File: src/rtl/kve_pkg.sv
// Package for the keyed line value extractor.
// Holds the state and result types, phase codes and the fixed prefix text.
// No dependencies.
package kve_pkg;

    localparam int unsigned MaxValueLen = 4096;
    localparam int unsigned PrefixLen   = 12;
    localparam int unsigned MaxKeyLen   = 8;

    localparam int unsigned ChW   = 8;
    localparam int unsigned PosW  = 13;
    localparam int unsigned IdxW  = 5;
    localparam int unsigned KeyW  = 64;
    localparam int unsigned KLenW = 4;

    // Phase codes of the line parser.
    localparam logic [2:0] PH_LINE_START = 3'd0;
    localparam logic [2:0] PH_MATCH      = 3'd1;
    localparam logic [2:0] PH_WAIT_COLON = 3'd2;
    localparam logic [2:0] PH_SKIP_BLANK = 3'd3;
    localparam logic [2:0] PH_CAPTURE    = 3'd4;

    // Configuration register indexes.
    localparam logic CFG_KEY_NAME   = 1'b0;
    localparam logic CFG_KEY_LENGTH = 1'b1;

    localparam logic [ChW-1:0] CH_TAB   = 8'h09;
    localparam logic [ChW-1:0] CH_SPACE = 8'h20;
    localparam logic [ChW-1:0] CH_CR    = 8'h0D;
    localparam logic [ChW-1:0] CH_LF    = 8'h0A;
    localparam logic [ChW-1:0] CH_COLON = 8'h3A;

    typedef struct packed {
        logic [2:0]      phase;
        logic [IdxW-1:0] match_index;
        logic [PosW-1:0] captured_count;
        logic            line_good;
        logic            finished;
    } t_kve_state;

    typedef struct packed {
        logic            valid;
        logic [ChW-1:0]  value_byte;
        logic [PosW-1:0] position;
        logic            done_res;
    } t_kve_result;

    // Characters of the literal "destination." by position.
    function automatic logic [ChW-1:0] prefix_char(input logic [3:0] idx);
        logic [ChW-1:0] c;
        case (idx)
            4'd0:    c = 8'h64; // d
            4'd1:    c = 8'h65; // e
            4'd2:    c = 8'h73; // s
            4'd3:    c = 8'h74; // t
            4'd4:    c = 8'h69; // i
            4'd5:    c = 8'h6E; // n
            4'd6:    c = 8'h61; // a
            4'd7:    c = 8'h74; // t
            4'd8:    c = 8'h69; // i
            4'd9:    c = 8'h6F; // o
            4'd10:   c = 8'h6E; // n
            4'd11:   c = 8'h2E; // .
            default: c = 8'h00;
        endcase
        return c;
    endfunction

endpackage

File: src/rtl/kve_step.sv
// Next-state and result logic for one character of the line parser.
// Depends on kve_pkg.
module kve_step (
    input  logic [7:0]            i_ch,
    input  kve_pkg::t_kve_state   i_state,
    input  logic [63:0]           i_key_name,
    input  logic [3:0]            i_key_length,
    output kve_pkg::t_kve_state   o_state,
    output kve_pkg::t_kve_result  o_result
);

    logic                  is_blank;
    logic                  is_eol;
    logic [3:0]            eff_len;
    logic [2:0]            ph;
    logic [4:0]            k;
    logic [7:0]            kc;
    logic                  in_prefix;

    always_comb begin
        is_blank  = (i_ch == kve_pkg::CH_TAB) || (i_ch == kve_pkg::CH_SPACE);
        is_eol    = (i_ch == kve_pkg::CH_CR) || (i_ch == kve_pkg::CH_LF);
        in_prefix = (i_state.match_index < 5'(kve_pkg::PrefixLen));
        k         = i_state.match_index - 5'(kve_pkg::PrefixLen);
        kc        = i_key_name[{k[2:0], 3'b000} +: 8];

        if (i_key_length == 4'd0) begin
            eff_len = 4'd1;
        end else if (i_key_length > 4'(kve_pkg::MaxKeyLen)) begin
            eff_len = 4'(kve_pkg::MaxKeyLen);
        end else begin
            eff_len = i_key_length;
        end

        o_state             = i_state;
        o_result            = '0;
        ph                  = i_state.phase;

        if (i_state.finished) begin
            o_state = i_state;
        end else if (is_eol) begin
            if (i_state.captured_count != '0) begin
                o_state.finished    = 1'b1;
                o_result.valid      = 1'b1;
                o_result.position   = i_state.captured_count;
                o_result.done_res   = 1'b1;
            end else begin
                o_state.match_index = '0;
                o_state.line_good   = 1'b1;
                o_state.phase       = kve_pkg::PH_LINE_START;
            end
        end else if (i_state.line_good) begin
            if (ph == kve_pkg::PH_LINE_START && !is_blank) begin
                ph = kve_pkg::PH_MATCH;
            end

            case (ph)
                kve_pkg::PH_MATCH: begin
                    if (in_prefix) begin
                        if (i_ch == kve_pkg::prefix_char(i_state.match_index[3:0])) begin
                            o_state.match_index = i_state.match_index + 5'd1;
                        end else begin
                            o_state.line_good = 1'b0;
                        end
                    end else if (k < 5'(kve_pkg::MaxKeyLen) && k < {1'b0, eff_len}
                                 && i_ch == kc) begin
                        if (k + 5'd1 == {1'b0, eff_len}) begin
                            ph = kve_pkg::PH_WAIT_COLON;
                        end
                        o_state.match_index = i_state.match_index + 5'd1;
                    end else begin
                        o_state.line_good = 1'b0;
                    end
                end
                kve_pkg::PH_WAIT_COLON: begin
                    if (i_ch == kve_pkg::CH_COLON) begin
                        ph = kve_pkg::PH_SKIP_BLANK;
                    end
                end
                kve_pkg::PH_SKIP_BLANK: begin
                    if (!is_blank) begin
                        ph = kve_pkg::PH_CAPTURE;
                    end
                end
                default: begin
                    ph = ph;
                end
            endcase

            o_state.phase = ph;

            if (ph == kve_pkg::PH_CAPTURE
                && i_state.captured_count < 13'(kve_pkg::MaxValueLen)) begin
                o_result.valid         = 1'b1;
                o_result.value_byte    = i_ch;
                o_result.position      = i_state.captured_count;
                o_state.captured_count = i_state.captured_count + 13'd1;
            end
        end
    end

endmodule

File: src/rtl/keyed_line_value_extractor_unit.sv
// An accepted input item is held in the input register; its result item, if any, goes to the result register.
// One item per cycle while the result stream does not stall; the parser state is updated once per item.
// Reset (synchronous, active low) clears the parser state, both pipeline valids and
// sets key_name to zero and key_length to one.
// Top level of the keyed line value extractor; depends on kve_pkg and kve_step.
module keyed_line_value_extractor_unit (
    input  logic        i_clk,
    input  logic        i_rst_n,
    // Input stream.
    input  logic        i_s_tvalid,
    output logic        o_s_tready,
    input  logic [7:0]  i_s_tdata,    // [7:0] ch
    // Result stream.
    output logic        o_m_tvalid,
    input  logic        i_m_tready,
    output logic [23:0] o_m_tdata,    // [7:0] value_byte, [20:8] position, [23:21] zero
    output logic        o_m_tlast,    // done_res
    // Configuration write channel.
    input  logic        i_cfg_valid,
    output logic        o_cfg_ready,
    input  logic        i_cfg_index,
    input  logic [63:0] i_cfg_data
);

    logic                  r_in_valid;
    logic [7:0]            r_in_ch;
    logic                  r_out_valid;
    logic [7:0]            r_out_byte;
    logic [12:0]           r_out_pos;
    logic                  r_out_done;
    logic [63:0]           r_key_name;
    logic [3:0]            r_key_length;
    kve_pkg::t_kve_state   r_state;
    kve_pkg::t_kve_state   n_state;
    kve_pkg::t_kve_result  n_result;
    logic                  advance;

    // The parse stage moves on when the result register is free or being drained.
    assign advance     = r_in_valid && (!r_out_valid || i_m_tready);
    assign o_s_tready  = !r_in_valid || advance;
    assign o_cfg_ready = 1'b1;

    kve_step u_step (
        .i_ch         (r_in_ch),
        .i_state      (r_state),
        .i_key_name   (r_key_name),
        .i_key_length (r_key_length),
        .o_state      (n_state),
        .o_result     (n_result)
    );

    always_ff @(posedge i_clk) begin
        if (!i_rst_n) begin
            r_key_name   <= '0;
            r_key_length <= 4'd1;
        end else if (i_cfg_valid) begin
            if (i_cfg_index == kve_pkg::CFG_KEY_NAME) begin
                r_key_name <= i_cfg_data;
            end else begin
                r_key_length <= i_cfg_data[3:0];
            end
        end
    end

    always_ff @(posedge i_clk) begin
        if (!i_rst_n) begin
            r_in_valid <= 1'b0;
        end else if (o_s_tready) begin
            r_in_valid <= i_s_tvalid;
        end
        if (o_s_tready) begin
            r_in_ch <= i_s_tdata;
        end
    end

    always_ff @(posedge i_clk) begin
        if (!i_rst_n) begin
            r_state.phase          <= kve_pkg::PH_LINE_START;
            r_state.match_index    <= '0;
            r_state.captured_count <= '0;
            r_state.line_good      <= 1'b1;
            r_state.finished       <= 1'b0;
            r_out_valid            <= 1'b0;
        end else begin
            if (advance) begin
                r_state     <= n_state;
                r_out_valid <= n_result.valid;
            end else if (i_m_tready) begin
                r_out_valid <= 1'b0;
            end
        end
        if (advance) begin
            r_out_byte <= n_result.value_byte;
            r_out_pos  <= n_result.position;
            r_out_done <= n_result.done_res;
        end
    end

    assign o_m_tvalid = r_out_valid;
    assign o_m_tdata  = {3'b000, r_out_pos, r_out_byte};
    assign o_m_tlast  = r_out_done;

endmodule
File: config.mk
export PLATFORM = sky130hd
export DESIGN_NAME = keyed_line_value_extractor_unit
export DESIGN_NICKNAME = d
export VERILOG_FILES = /design/src/rtl/kve_pkg.sv /design/src/rtl/kve_step.sv /design/src/rtl/keyed_line_value_extractor_unit.sv
export SDC_FILE = /design/constraint.sdc
export NUM_CORES = 1
export LEC_CHECK = 0
export BUFFER_PORTS_ARGS = -buffer_cell sky130_fd_sc_hd__buf_2
export CORE_ASPECT_RATIO = 0.6
export CORE_UTILIZATION = 57
export CTS_CLUSTER_DIAMETER = 100
export DETAILED_ROUTE_END_ITERATION = 8
export MAX_ROUTING_LAYER = met4
export PLACE_DENSITY = 0.81
export SLEW_MARGIN = 10
export SYNTH_ARGS = -nofsm -noshare
export SYNTH_HDL_FRONTEND = slang
export SYNTH_SLANG_ARGS = --single-unit
export TNS_END_PERCENT = 5
File: constraint.sdc
create_clock -name i_clk -period 5.4 [get_ports i_clk]
set_input_delay 1.08 -clock i_clk [delete_from_list [all_inputs] [get_ports i_clk]]
set_output_delay 1.08 -clock i_clk [all_outputs]
set_load 0.03 [all_outputs]
==> out/results.tsv, run 1 <==
metric	value	unit
clock transition at the registers of the reported paths	60	ps
RePlAce Congestion	0.922	
clk sinks	130	
clk_skew	10.7	ps
max incr delay on CP	500	ps
Avg WL per Cell	16.8	um
dpl ws	1330	ps
mux cell area share after synthesis	6.30	%
# DRC	5	
Post-synth top cells	nand2_1, dfxtp_1, a21boi_0	
Fin. Hold Viols	0	
unrepaired setup endpoints after global routing	no	
final setup vio count	0	
Min-Delay Path Class	reg2reg	
critical path arrival	4510	ps
Fillers	775	
PD cells	320	mW/mm2
Placed Instance Area	0.00693	mm2
total of max-cap violations	0	
nets@finish	857	
# resized after CTS	0	
post-route setup slack	1220	ps
startpoint class of the critical path	register	
Seq cells post-synth	130	
largest cells by area after synthesis	dfxtp_1, edfxtp_1, nand2_1	
Async S/R FF share, synth	0	%
H-tree levels	4	
core footprint	0.0107	mm2
Leak	3.09	nW
fin area	0.00756	mm2
area leader, netlist	dfxtp_1	
critical path capture point type	register	
Peak supply drop	0.000206	V
Hold Buf Count CTS	0	
Pre-Repair DR Iteration Count	9	
Mean Syn Cell Area	9.38	um2
Slowest-stage cell, CP	or4b_4	
Via density	5.74	
Final min period	4180	ps
gr usage total	28.4	%
Unique masters post-synth	67	
first-pass GRT wire length	24900	um
Clock Path Buffers	2	
Antenna Nets Post-Route	0	
final core occ	70.4	%
measured slew at the worst slew-check pin	1170	ps
post-layout power	2.42	mW
fmax	0.239	GHz
failing checks	design-rule violations	
Simple-Gate Fraction of Synth Area	21.8	%
Worst Path Max Fanout	32	
Compound-Gate Fraction of Synth Area	16.4	%
Slew headroom	21.7	%
Cell Area, Synth	0.00641	mm2
initial core utilization	59.7	%
setup repair bufs after CTS	0	
top-count cell post-synth	nand2_1	
post-synth top area share	31.2	%
Seq/Total Area, Yosys	45.3	%
Layout Cells excl Fill	916	
detailed placement HPWL	10700	um
Setup TNS	0	ps
Yosys warning count	0	
WL final	15400	um
Synth-to-Final Area Change	17.8	%
final hold slack	464	ps
Slew Limit Fails	0	
main combinational cell family by area after synthesis	simple AND/OR/NAND/NOR gates	
Synth Area in Adders	2.73	%
crit share post-route	77.5	%
Mapped Cells	684	
TritonCTS Buffers	17	
Worst EP required	5730	ps
vias	5262	
Skew-Pair Late Insertion Delay	420	ps
DP Cell Count	884	
count of input and output buffers	101	
CTS root buf	clkbuf_16	
Post-synth EDFFs	30	
CP Class	reg2reg	
Die W	139	um
die area	0.0117	mm2
xor/xnor cell area share of the yosys netlist	3.28	%
initial antenna violation count	0	
cell row count	29	
die height	84.2	um
pin count of the biggest net entering global routing	93	
CTS tree	done	
grt ovf	0	
vias in the first global route	5008	
I/O pin count	106	
ratio of cells with drive above 1 in the final layout	19.7	%
Initial DRC Count	525	
outcome	finished, violations left	
CP cell instances	buf_4 -> ha_1 -> nand4b_1 -> a211oi_1 -> or4b_4 -> a22oi_2 -> nand4_1 -> a21oi_1 -> mux2_2 -> or2b_2 -> inv_1 -> ha_1 -> inv_1 -> o221ai_1	
top_reg_cell synth	dfxtp_1	
Antenna diodes	0	
==> cell usage in the layout, fill, tap and decap left out, types with 3 or more instances in the layout <==
master / Yosys / layout
nand2_1: 159 / 159
buf_2: 6 / 101
dfxtp_1: 100 / 100
a21boi_0: 70 / 70
and2_1: 40 / 40
edfxtp_1: 30 / 30
mux2i_1: 25 / 25
clkbuf_16: 0 / 20
inv_1: 17 / 17
nor2_1: 16 / 16
nand3_1: 15 / 15
xnor2_1: 15 / 15
ha_1: 14 / 14
a22oi_1: 10 / 10
xor2_1: 9 / 9
and3_1: 8 / 8
a21oi_1: 7 / 7
a31oi_1: 7 / 7
nor2b_1: 7 / 6
nor3_1: 5 / 5
a211oi_1: 5 / 5
mux4_1: 5 / 5
o21ai_0: 5 / 5
nand2b_1: 5 / 4
nand4_1: 4 / 4
a21o_1: 4 / 4
nand4b_1: 4 / 4
conb_1: 2 / 4
nand3b_1: 3 / 3
nor4_1: 3 / 3
o21a_1: 3 / 3
and4_1: 3 / 3
o221ai_1: 3 / 3
clkbuf_8: 0 / 3
clkinv_2: 0 / 3
==> cells by family (layout without fill, tap and decap cells) <==
family	after synthesis	after routing
xor gates and xnor gates	24	24
buffers and inverters	61	152
DFF	130	130
AOI/OAI and AO/OA	134	134
adders and majority gates	14	14
muxes	32	32
other	2	4
and+or+nand+nor	287	287
==> cell type report <==
type,instances,area [um2],share of cell area [%]
Clock buffer,24,546,7.22
Clock inverter,7,66.3,0.877
Sequential cell,130,2900,38.4
Timing Repair Buffer,104,541,7.15
Multi-Input combinational cell,495,3270,43.2
Tap cell,139,174,2.30
Inverter,17,63.8,0.844
==> power by group <==
part,total (mW),internal (mW),switching [mW]
clock network,1.16,0.747,0.410
registers,1.06,1.03,0.0279
logic,0.206,0.0863,0.120
total,2.42,1.86,0.558
==> routing by layer <==
metal / part of all wire [%] / wire (um) / up-vias / track usage (%)
li1: - / - / 2528 / -
met1: 46 / 7140 / 2440 / 38.6
met2: 43 / 6540 / 260 / 40.8
met3: 9.4 / 1440 / 34 / 7.76
met4: 1.6 / 245 / 0 / 9.19
met5: 0 / 0 / - / -
==> final timing paths <==
kind,end,cells after the start,from,slack (ps)
hold / removal,r_key_name[44],2,r_key_name[44],460
hold reg to reg,r_key_name[44],2,r_key_name[44],460
setup reg to reg,register,14,r_state[17],1220
setup / recovery,register,14,r_state[17],1220
==> state kept, by name, summed over array words and instances, names as in the netlist, named ones only <==
signal	count
r_in_ch	8
r_out_pos	13
o_m_tlast	1
r_key_length	4
r_state	23
r_key_name	64
o_m_tvalid	1
r_in_valid	1
r_out_byte	8
==> worst max-delay path, delay by kind of cell, from the launching register on <==
family / cells / cell delay (ps)
AND/OR/NAND/NOR: 4 / 1210
AO/OA/AOI/OAI: 4 / 990
buffers and inverters: 3 / 660
adder cells (fa/ha/maj): 2 / 500
multiplexers: 1 / 400
flip-flops: 1 / 330
No activity file was read; power rests on OpenSTA's default activity.
==> run 2: changes to the inputs <==
CORE_UTILIZATION = 51   (was 57)
PLACE_DENSITY = 0.76   (was 0.81)
clock period = 3.5 ns   (was 5.4 ns; I/O delays follow)
==> run 2 against run 1 <==
The flow now finishes without violations. Clock skew down 1.3 ps. Critical path type unchanged. Final area up 3.3%. Maximum frequency up 21%. Largest power group unchanged.
==> out/results.tsv, run 2 (synthesized netlist as in run 1, its figures left out) <==
metric	value	unit
Cells on Worst Hold Path	2	
core footprint	0.0121	mm2
outcome	complete, no violations	
part of the power in registers	44.1	%
Fin. Hold Viols	0	
Initial DRC Count	426	
dpl ws	4.04	ps
Setup TNS	0	ps
commonest non-fill, non-tap cell in the layout	nand2_1	
Slew Limit Fails	0	
Synth-to-Final Area Change	21.8	%
Int Pwr	2.80	mW
fmax	0.290	GHz
Clock Path Buffers	2	
TritonCTS Buffers	17	
crit share post-route	98.6	%
final hold slack	465	ps
Slew headroom	47.5	%
CP dominant cell by count	ha_4	
vias in the first global route	5077	
CTS root buf	clkbuf_16	
first-pass GRT wire length	25700	um
R2R depth	15	
die height	88.9	um
gr usage total	26.4	%
startpoint of the worst hold path	r_key_name[45]	
DP Cell Count	930	
switching share of power	24.3	%
Antenna Nets Post-Route	0	
Peak supply drop	0.000313	V
Placed Instance Area	0.00717	mm2
clock share of power	46.5	%
largest registers	r_key_name x64, r_state x23, r_out_pos x13	
WL final	15900	um
I/O pin count	106	
max reg flops	64	
CP Class	reg2reg	
Final min period	3450	ps
Worst EP required	3820	ps
vias	5317	
setup slack, reg-to-reg	50	ps
post-route setup slack	48.9	ps
CTS tree	done	
fin area	0.00781	mm2
Slowest-stage cell, CP	or4b_4	
clock transition at the registers of the reported paths	60	ps
nets@finish	882	
PD cells	473	mW/mm2
Layout Cells excl Fill	968	
clk_skew	9.39	ps
Die W	147	um
grt ovf	0	
ratio of cells with drive above 1 in the final layout	24.2	%
Skew-Pair Late Insertion Delay	410	ps
Via density	5.49	
# DRC	0	
RePlAce Congestion	0.854	
measured slew at the worst slew-check pin	788	ps
reg2reg start	r_state[17]	
critical path capture point type	register	
startpoint class of the critical path	register	
CP cell instances	inv_8 -> ha_4 -> inv_2 -> ha_4 -> o21ai_1 -> a21oi_1 -> or4b_4 -> a22oi_2 -> nand4_1 -> a21oi_2 -> mux2_4 -> or2b_4 -> ha_4 -> nand4b_1 -> o221ai_1	
Worst Path Max Fanout	7	
Hold EP	r_key_name[45]	
Reg with most FFs	r_key_name	
pin count of the biggest net entering global routing	91	
critical path arrival	3770	ps
post-layout power	3.69	mW
total of max-cap violations	0	
initial antenna violation count	0	
Antenna diodes	0	
clk sinks	130	
Logic pwr share	9.4	%
cell row count	31	
Min-Delay Path Class	reg2reg	
count of input and output buffers	101	
final core occ	64.3	%
Pre-Repair DR Iteration Count	5	
most frequent cells in the layout	nand2_1, buf_2, dfxtp_1	
initial core utilization	52.8	%
Avg WL per Cell	16.5	um
final setup vio count	0	
die area	0.0130	mm2
H-tree levels	4	
detailed placement HPWL	11300	um
Fillers	981	
switching pwr	0.896	mW
max incr delay on CP	480	ps
Leak	3.19	nW
==> run 2: cell count changes in the layout (fill, tap and decap cells not counted), moves of 3 or more <==
cell,delta
inv_1,-3
ha_4,+3
clkinv_4,+3
dfxtp_1,-3
buf_4,+26
ha_1,-3
==> run 2: layout make-up <==
| type | count | area (um2) | area share (%) |
|---|---|---|---|
| well taps | 165 | 206 | 2.64 |
| clock buffers | 21 | 482 | 6.17 |
| multi-input cells | 495 | 3320 | 42.5 |
| repair buffers | 129 | 716 | 9.16 |
| flip-flops and latches | 130 | 2910 | 37.3 |
| inverters | 17 | 71.3 | 0.913 |
| clock inverters | 11 | 101 | 1.30 |
==> run 2: how the worst max path moves through the flow <==
stage,startpoint,to,cells past startpoint
finish,r_state[17],register,15
global route,r_state[17],register,15
CTS,r_state[16],register,11
detailed placement,r_state[16],register,12
global placement,r_state[16],register,12
floorplan,r_state[17],register,18
==> run 2: routing by layer <==
metal  vias up  GRT usage, %  wire (um)
met5         -             -          0
met4         0          5.02        188
met3        24          7.11       1040
met2       196          38.1       6560
met1      2522          36.7       8140
li1       2575             -          -
==> run 2: power by group through the flow <==
| stage | Sequential (mW) | Combinational (mW) | Clock, mW |
|---|---|---|---|
| floorplan | 1.65 | 0.225 | 0 |
| global placement | 1.66 | 0.318 | 0 |
| detailed placement | 1.66 | 0.330 | 0 |
| CTS | 1.63 | 0.335 | 1.74 |
| global route | 1.63 | 0.379 | 1.81 |
| finish | 1.63 | 0.346 | 1.72 |
==> run 2: timing repair <==
item,in CTS,in global routing
pin swaps,0,4
resized for setup,2,7
endpoints found under the setup margin,2,8
hold buffers,0,0
setup buffers,0,6
==> run 2: critical path, delay by kind of cell (launching register included) <==
kind	cells	cell delay [ps]
AOI/OAI and AO/OA	5	720
adders and majority gates	3	640
buffers and inverters	2	110
DFF	1	410
muxes	1	330
and+or+nand+nor	4	1160
==> run 3: changes to the inputs <==
CORE_UTILIZATION = 52   (was 51)
PLACE_DENSITY = 0.77   (was 0.76)
SYNTH_HIERARCHICAL = 1   (was not set)
==> run 3 against run 2 <==
Critical path type unchanged. Via count up 5.9%. Sequential share of layout area fell by 2.7 points. First-iteration DRC count up 13%. Sequential power is 5% lower. Combinational power decreased by 13%. Count of clock-buffer cells in the layout is 4 lower. Clock power increased by 6%.
==> out/results.tsv, run 3 <==
metric	value	unit
Die W	150	um
Crit. Startpoint	r_state[15]	
Post-synth EDFFs	30	
Logic pwr share	8.2	%
die area	0.0136	mm2
Cell Area, Synth	0.00684	mm2
CP cell instances	buf_4 -> inv_1 -> ha_1 -> nor2b_1 -> o31ai_1 -> xor2_1 -> nand2_1 -> nor4_1 -> buf_4 -> nor2_1 -> a32oi_1 -> inv_1 -> o311ai_0	
measured slew at the worst slew-check pin	668	ps
Mean Syn Cell Area	9.14	um2
CTS tree	done	
I/O pin count	106	
Min-Delay Path Class	in2reg	
R2R depth	13	
Hold Buf Count CTS	0	
final setup vio count	0	
Synth-to-Final Area Change	16.8	%
critical path arrival	3560	ps
clock transition at the registers of the reported paths	60	ps
clock share of power	49.6	%
reg2reg start	r_state[15]	
# resized after CTS	1	
part of the power in registers	42.2	%
Unique masters post-synth	57	
die height	90.9	um
max reg flops	64	
Pre-Repair DR Iteration Count	5	
post-synth top area share	27.2	%
Seq cells post-synth	123	
Hold EP	r_in_ch[2]	
startpoint class of the critical path	register	
outcome	complete, no violations	
startpoint of the worst hold path	i_s_tdata[2]	
Clock Path Buffers	2	
setup repair bufs after CTS	0	
Slew headroom	55.5	%
Via density	5.52	
Cells on Worst Hold Path	1	
CP Class	reg2reg	
Slowest-stage cell, CP	dfxtp_2	
TritonCTS Buffers	17	
Fin. Hold Viols	0	
switching share of power	24.9	%
Yosys warning count	6	
Skew-Pair Late Insertion Delay	420	ps
post-route setup slack	227	ps
critical path capture point type	register	
largest registers	r_key_name x64, r_state x23, r_out_pos x13	
total of max-cap violations	0	
H-tree levels	4	
grt ovf	0	
Initial DRC Count	481	
Async S/R FF share, synth	0	%
fmax	0.306	GHz
detailed placement HPWL	11600	um
WL final	16400	um
# DRC	0	
Avg WL per Cell	16.1	um
largest cells by area after synthesis	dfxtp_1, edfxtp_1, nand2_1	
vias in the first global route	5125	
dpl ws	119	ps
unrepaired setup endpoints after global routing	no	
gr usage total	26.3	%
Final min period	3270	ps
Mapped Cells	749	
CTS root buf	clkbuf_16	
Worst Path Max Fanout	17	
switching pwr	0.917	mW
count of input and output buffers	101	
max incr delay on CP	440	ps
clk_skew	7.36	ps
Antenna Nets Post-Route	0	
initial core utilization	53.3	%
Setup TNS	0	ps
commonest non-fill, non-tap cell in the layout	nand2_1	
Post-synth top cells	nand2_1, dfxtp_1, a21boi_2	
vias	5631	
nets@finish	931	
PD cells	461	mW/mm2
top_reg_cell synth	dfxtp_1	
Slew Limit Fails	0	
clk sinks	123	
Seq/Total Area, Yosys	40.4	%
Leak	2.99	nW
Int Pwr	2.77	mW
setup slack, reg-to-reg	230	ps
first-pass GRT wire length	26800	um
area leader, netlist	dfxtp_1	
ratio of cells with drive above 1 in the final layout	27.8	%
reg-to-reg endpoint	r_state[1]	
Antenna diodes	0	
most frequent cells in the layout	nand2_1, buf_2, dfxtp_1	
initial antenna violation count	0	
Worst EP required	3790	ps
RePlAce Congestion	0.906	
Reg with most FFs	r_key_name	
Peak supply drop	0.000295	V
crit share post-route	93.5	%
core footprint	0.0129	mm2
pin count of the biggest net entering global routing	63	
top-count cell post-synth	nand2_1	
cell row count	32	
-- run 3: changes by cell type in the layout (fill, tap and decap cells not counted), sizes merged, moves of 6 or more --
cell,delta
buf,-12
nor2b,+6
and2,-18
a21oi,+10
dfxtp,-7
nand2,+48
mux2i,+27
o21ai,+8
-- run 3: through the flow --
step                instance area, um2  cells  hold WS (ps)  utilization (%)  power [mW]
floorplan                         6850    751           440                -        1.79
global placement                  7370    988           450             57.4        1.88
detailed placement                7370    988           458             57.4        1.88
CTS                               7990   1020           444             62.1        3.70
global route                      7990   1020           443             62.2        3.81
finish                            7990   1020           456             62.2        3.68
-- run 3: kinds of logic after synthesis --
family	synth area share (%)
buffers and inverters	5.74
AND/OR/NAND/NOR	22.2
other	0.110
adder cells (fa/ha/maj)	2.93
multiplexers	8.43
AO/OA/AOI/OAI	17.5
XOR/XNOR	2.69
flip-flops	40.4
-- run 3: power by group through the flow --
stage          sequential (mW)  clock [mW]  combinational (mW)
6_report                  1.55        1.83               0.302
5_1_grt                   1.56        1.92               0.331
4_1_cts                   1.55        1.85               0.301
3_5_place_dp              1.58           0               0.299
3_3_place_gp              1.58           0               0.295
2_1_floorplan             1.59           0               0.195
-- run 3: critical path: cells and delay by family (launching register included) --
kind | cells | cell delay, ps
XOR/XNOR | 1 | 180
AO/OA/AOI/OAI | 3 | 810
flip-flops | 1 | 440
adder cells (fa/ha/maj) | 1 | 400
AND/OR/NAND/NOR | 4 | 510
buffers and inverters | 4 | 800
-- run 3: layout make-up --
cell class | instances | area, um2
Timing Repair Buffer | 117 | 626
Clock buffer | 17 | 425
Inverter | 16 | 60.1
Tap cell | 170 | 213
Clock inverter | 15 | 186
Fill cell | 1088 | 4860
Sequential cell | 123 | 2770
Multi-Input combinational cell | 562 | 3720
-- run 3: worst max path at each step --
stage	to
after floorplan	r_state[1]
after global placement	r_state[1]
after detailed placement	r_state[1]
after CTS	r_state[1]
after global routing	r_state[1]
final	r_state[1]
-- run 3: routing by layer --
layer  wire, um  vias up  track usage [%]  part of all wire (%)
met5          0        -                -                     0
met4        121        0             6.23                  0.74
met3       1350       10             6.87                   8.2
met2       6480      229             34.2                    39
met1       8490     2648             39.7                    52
li1           -     2744                -                     -
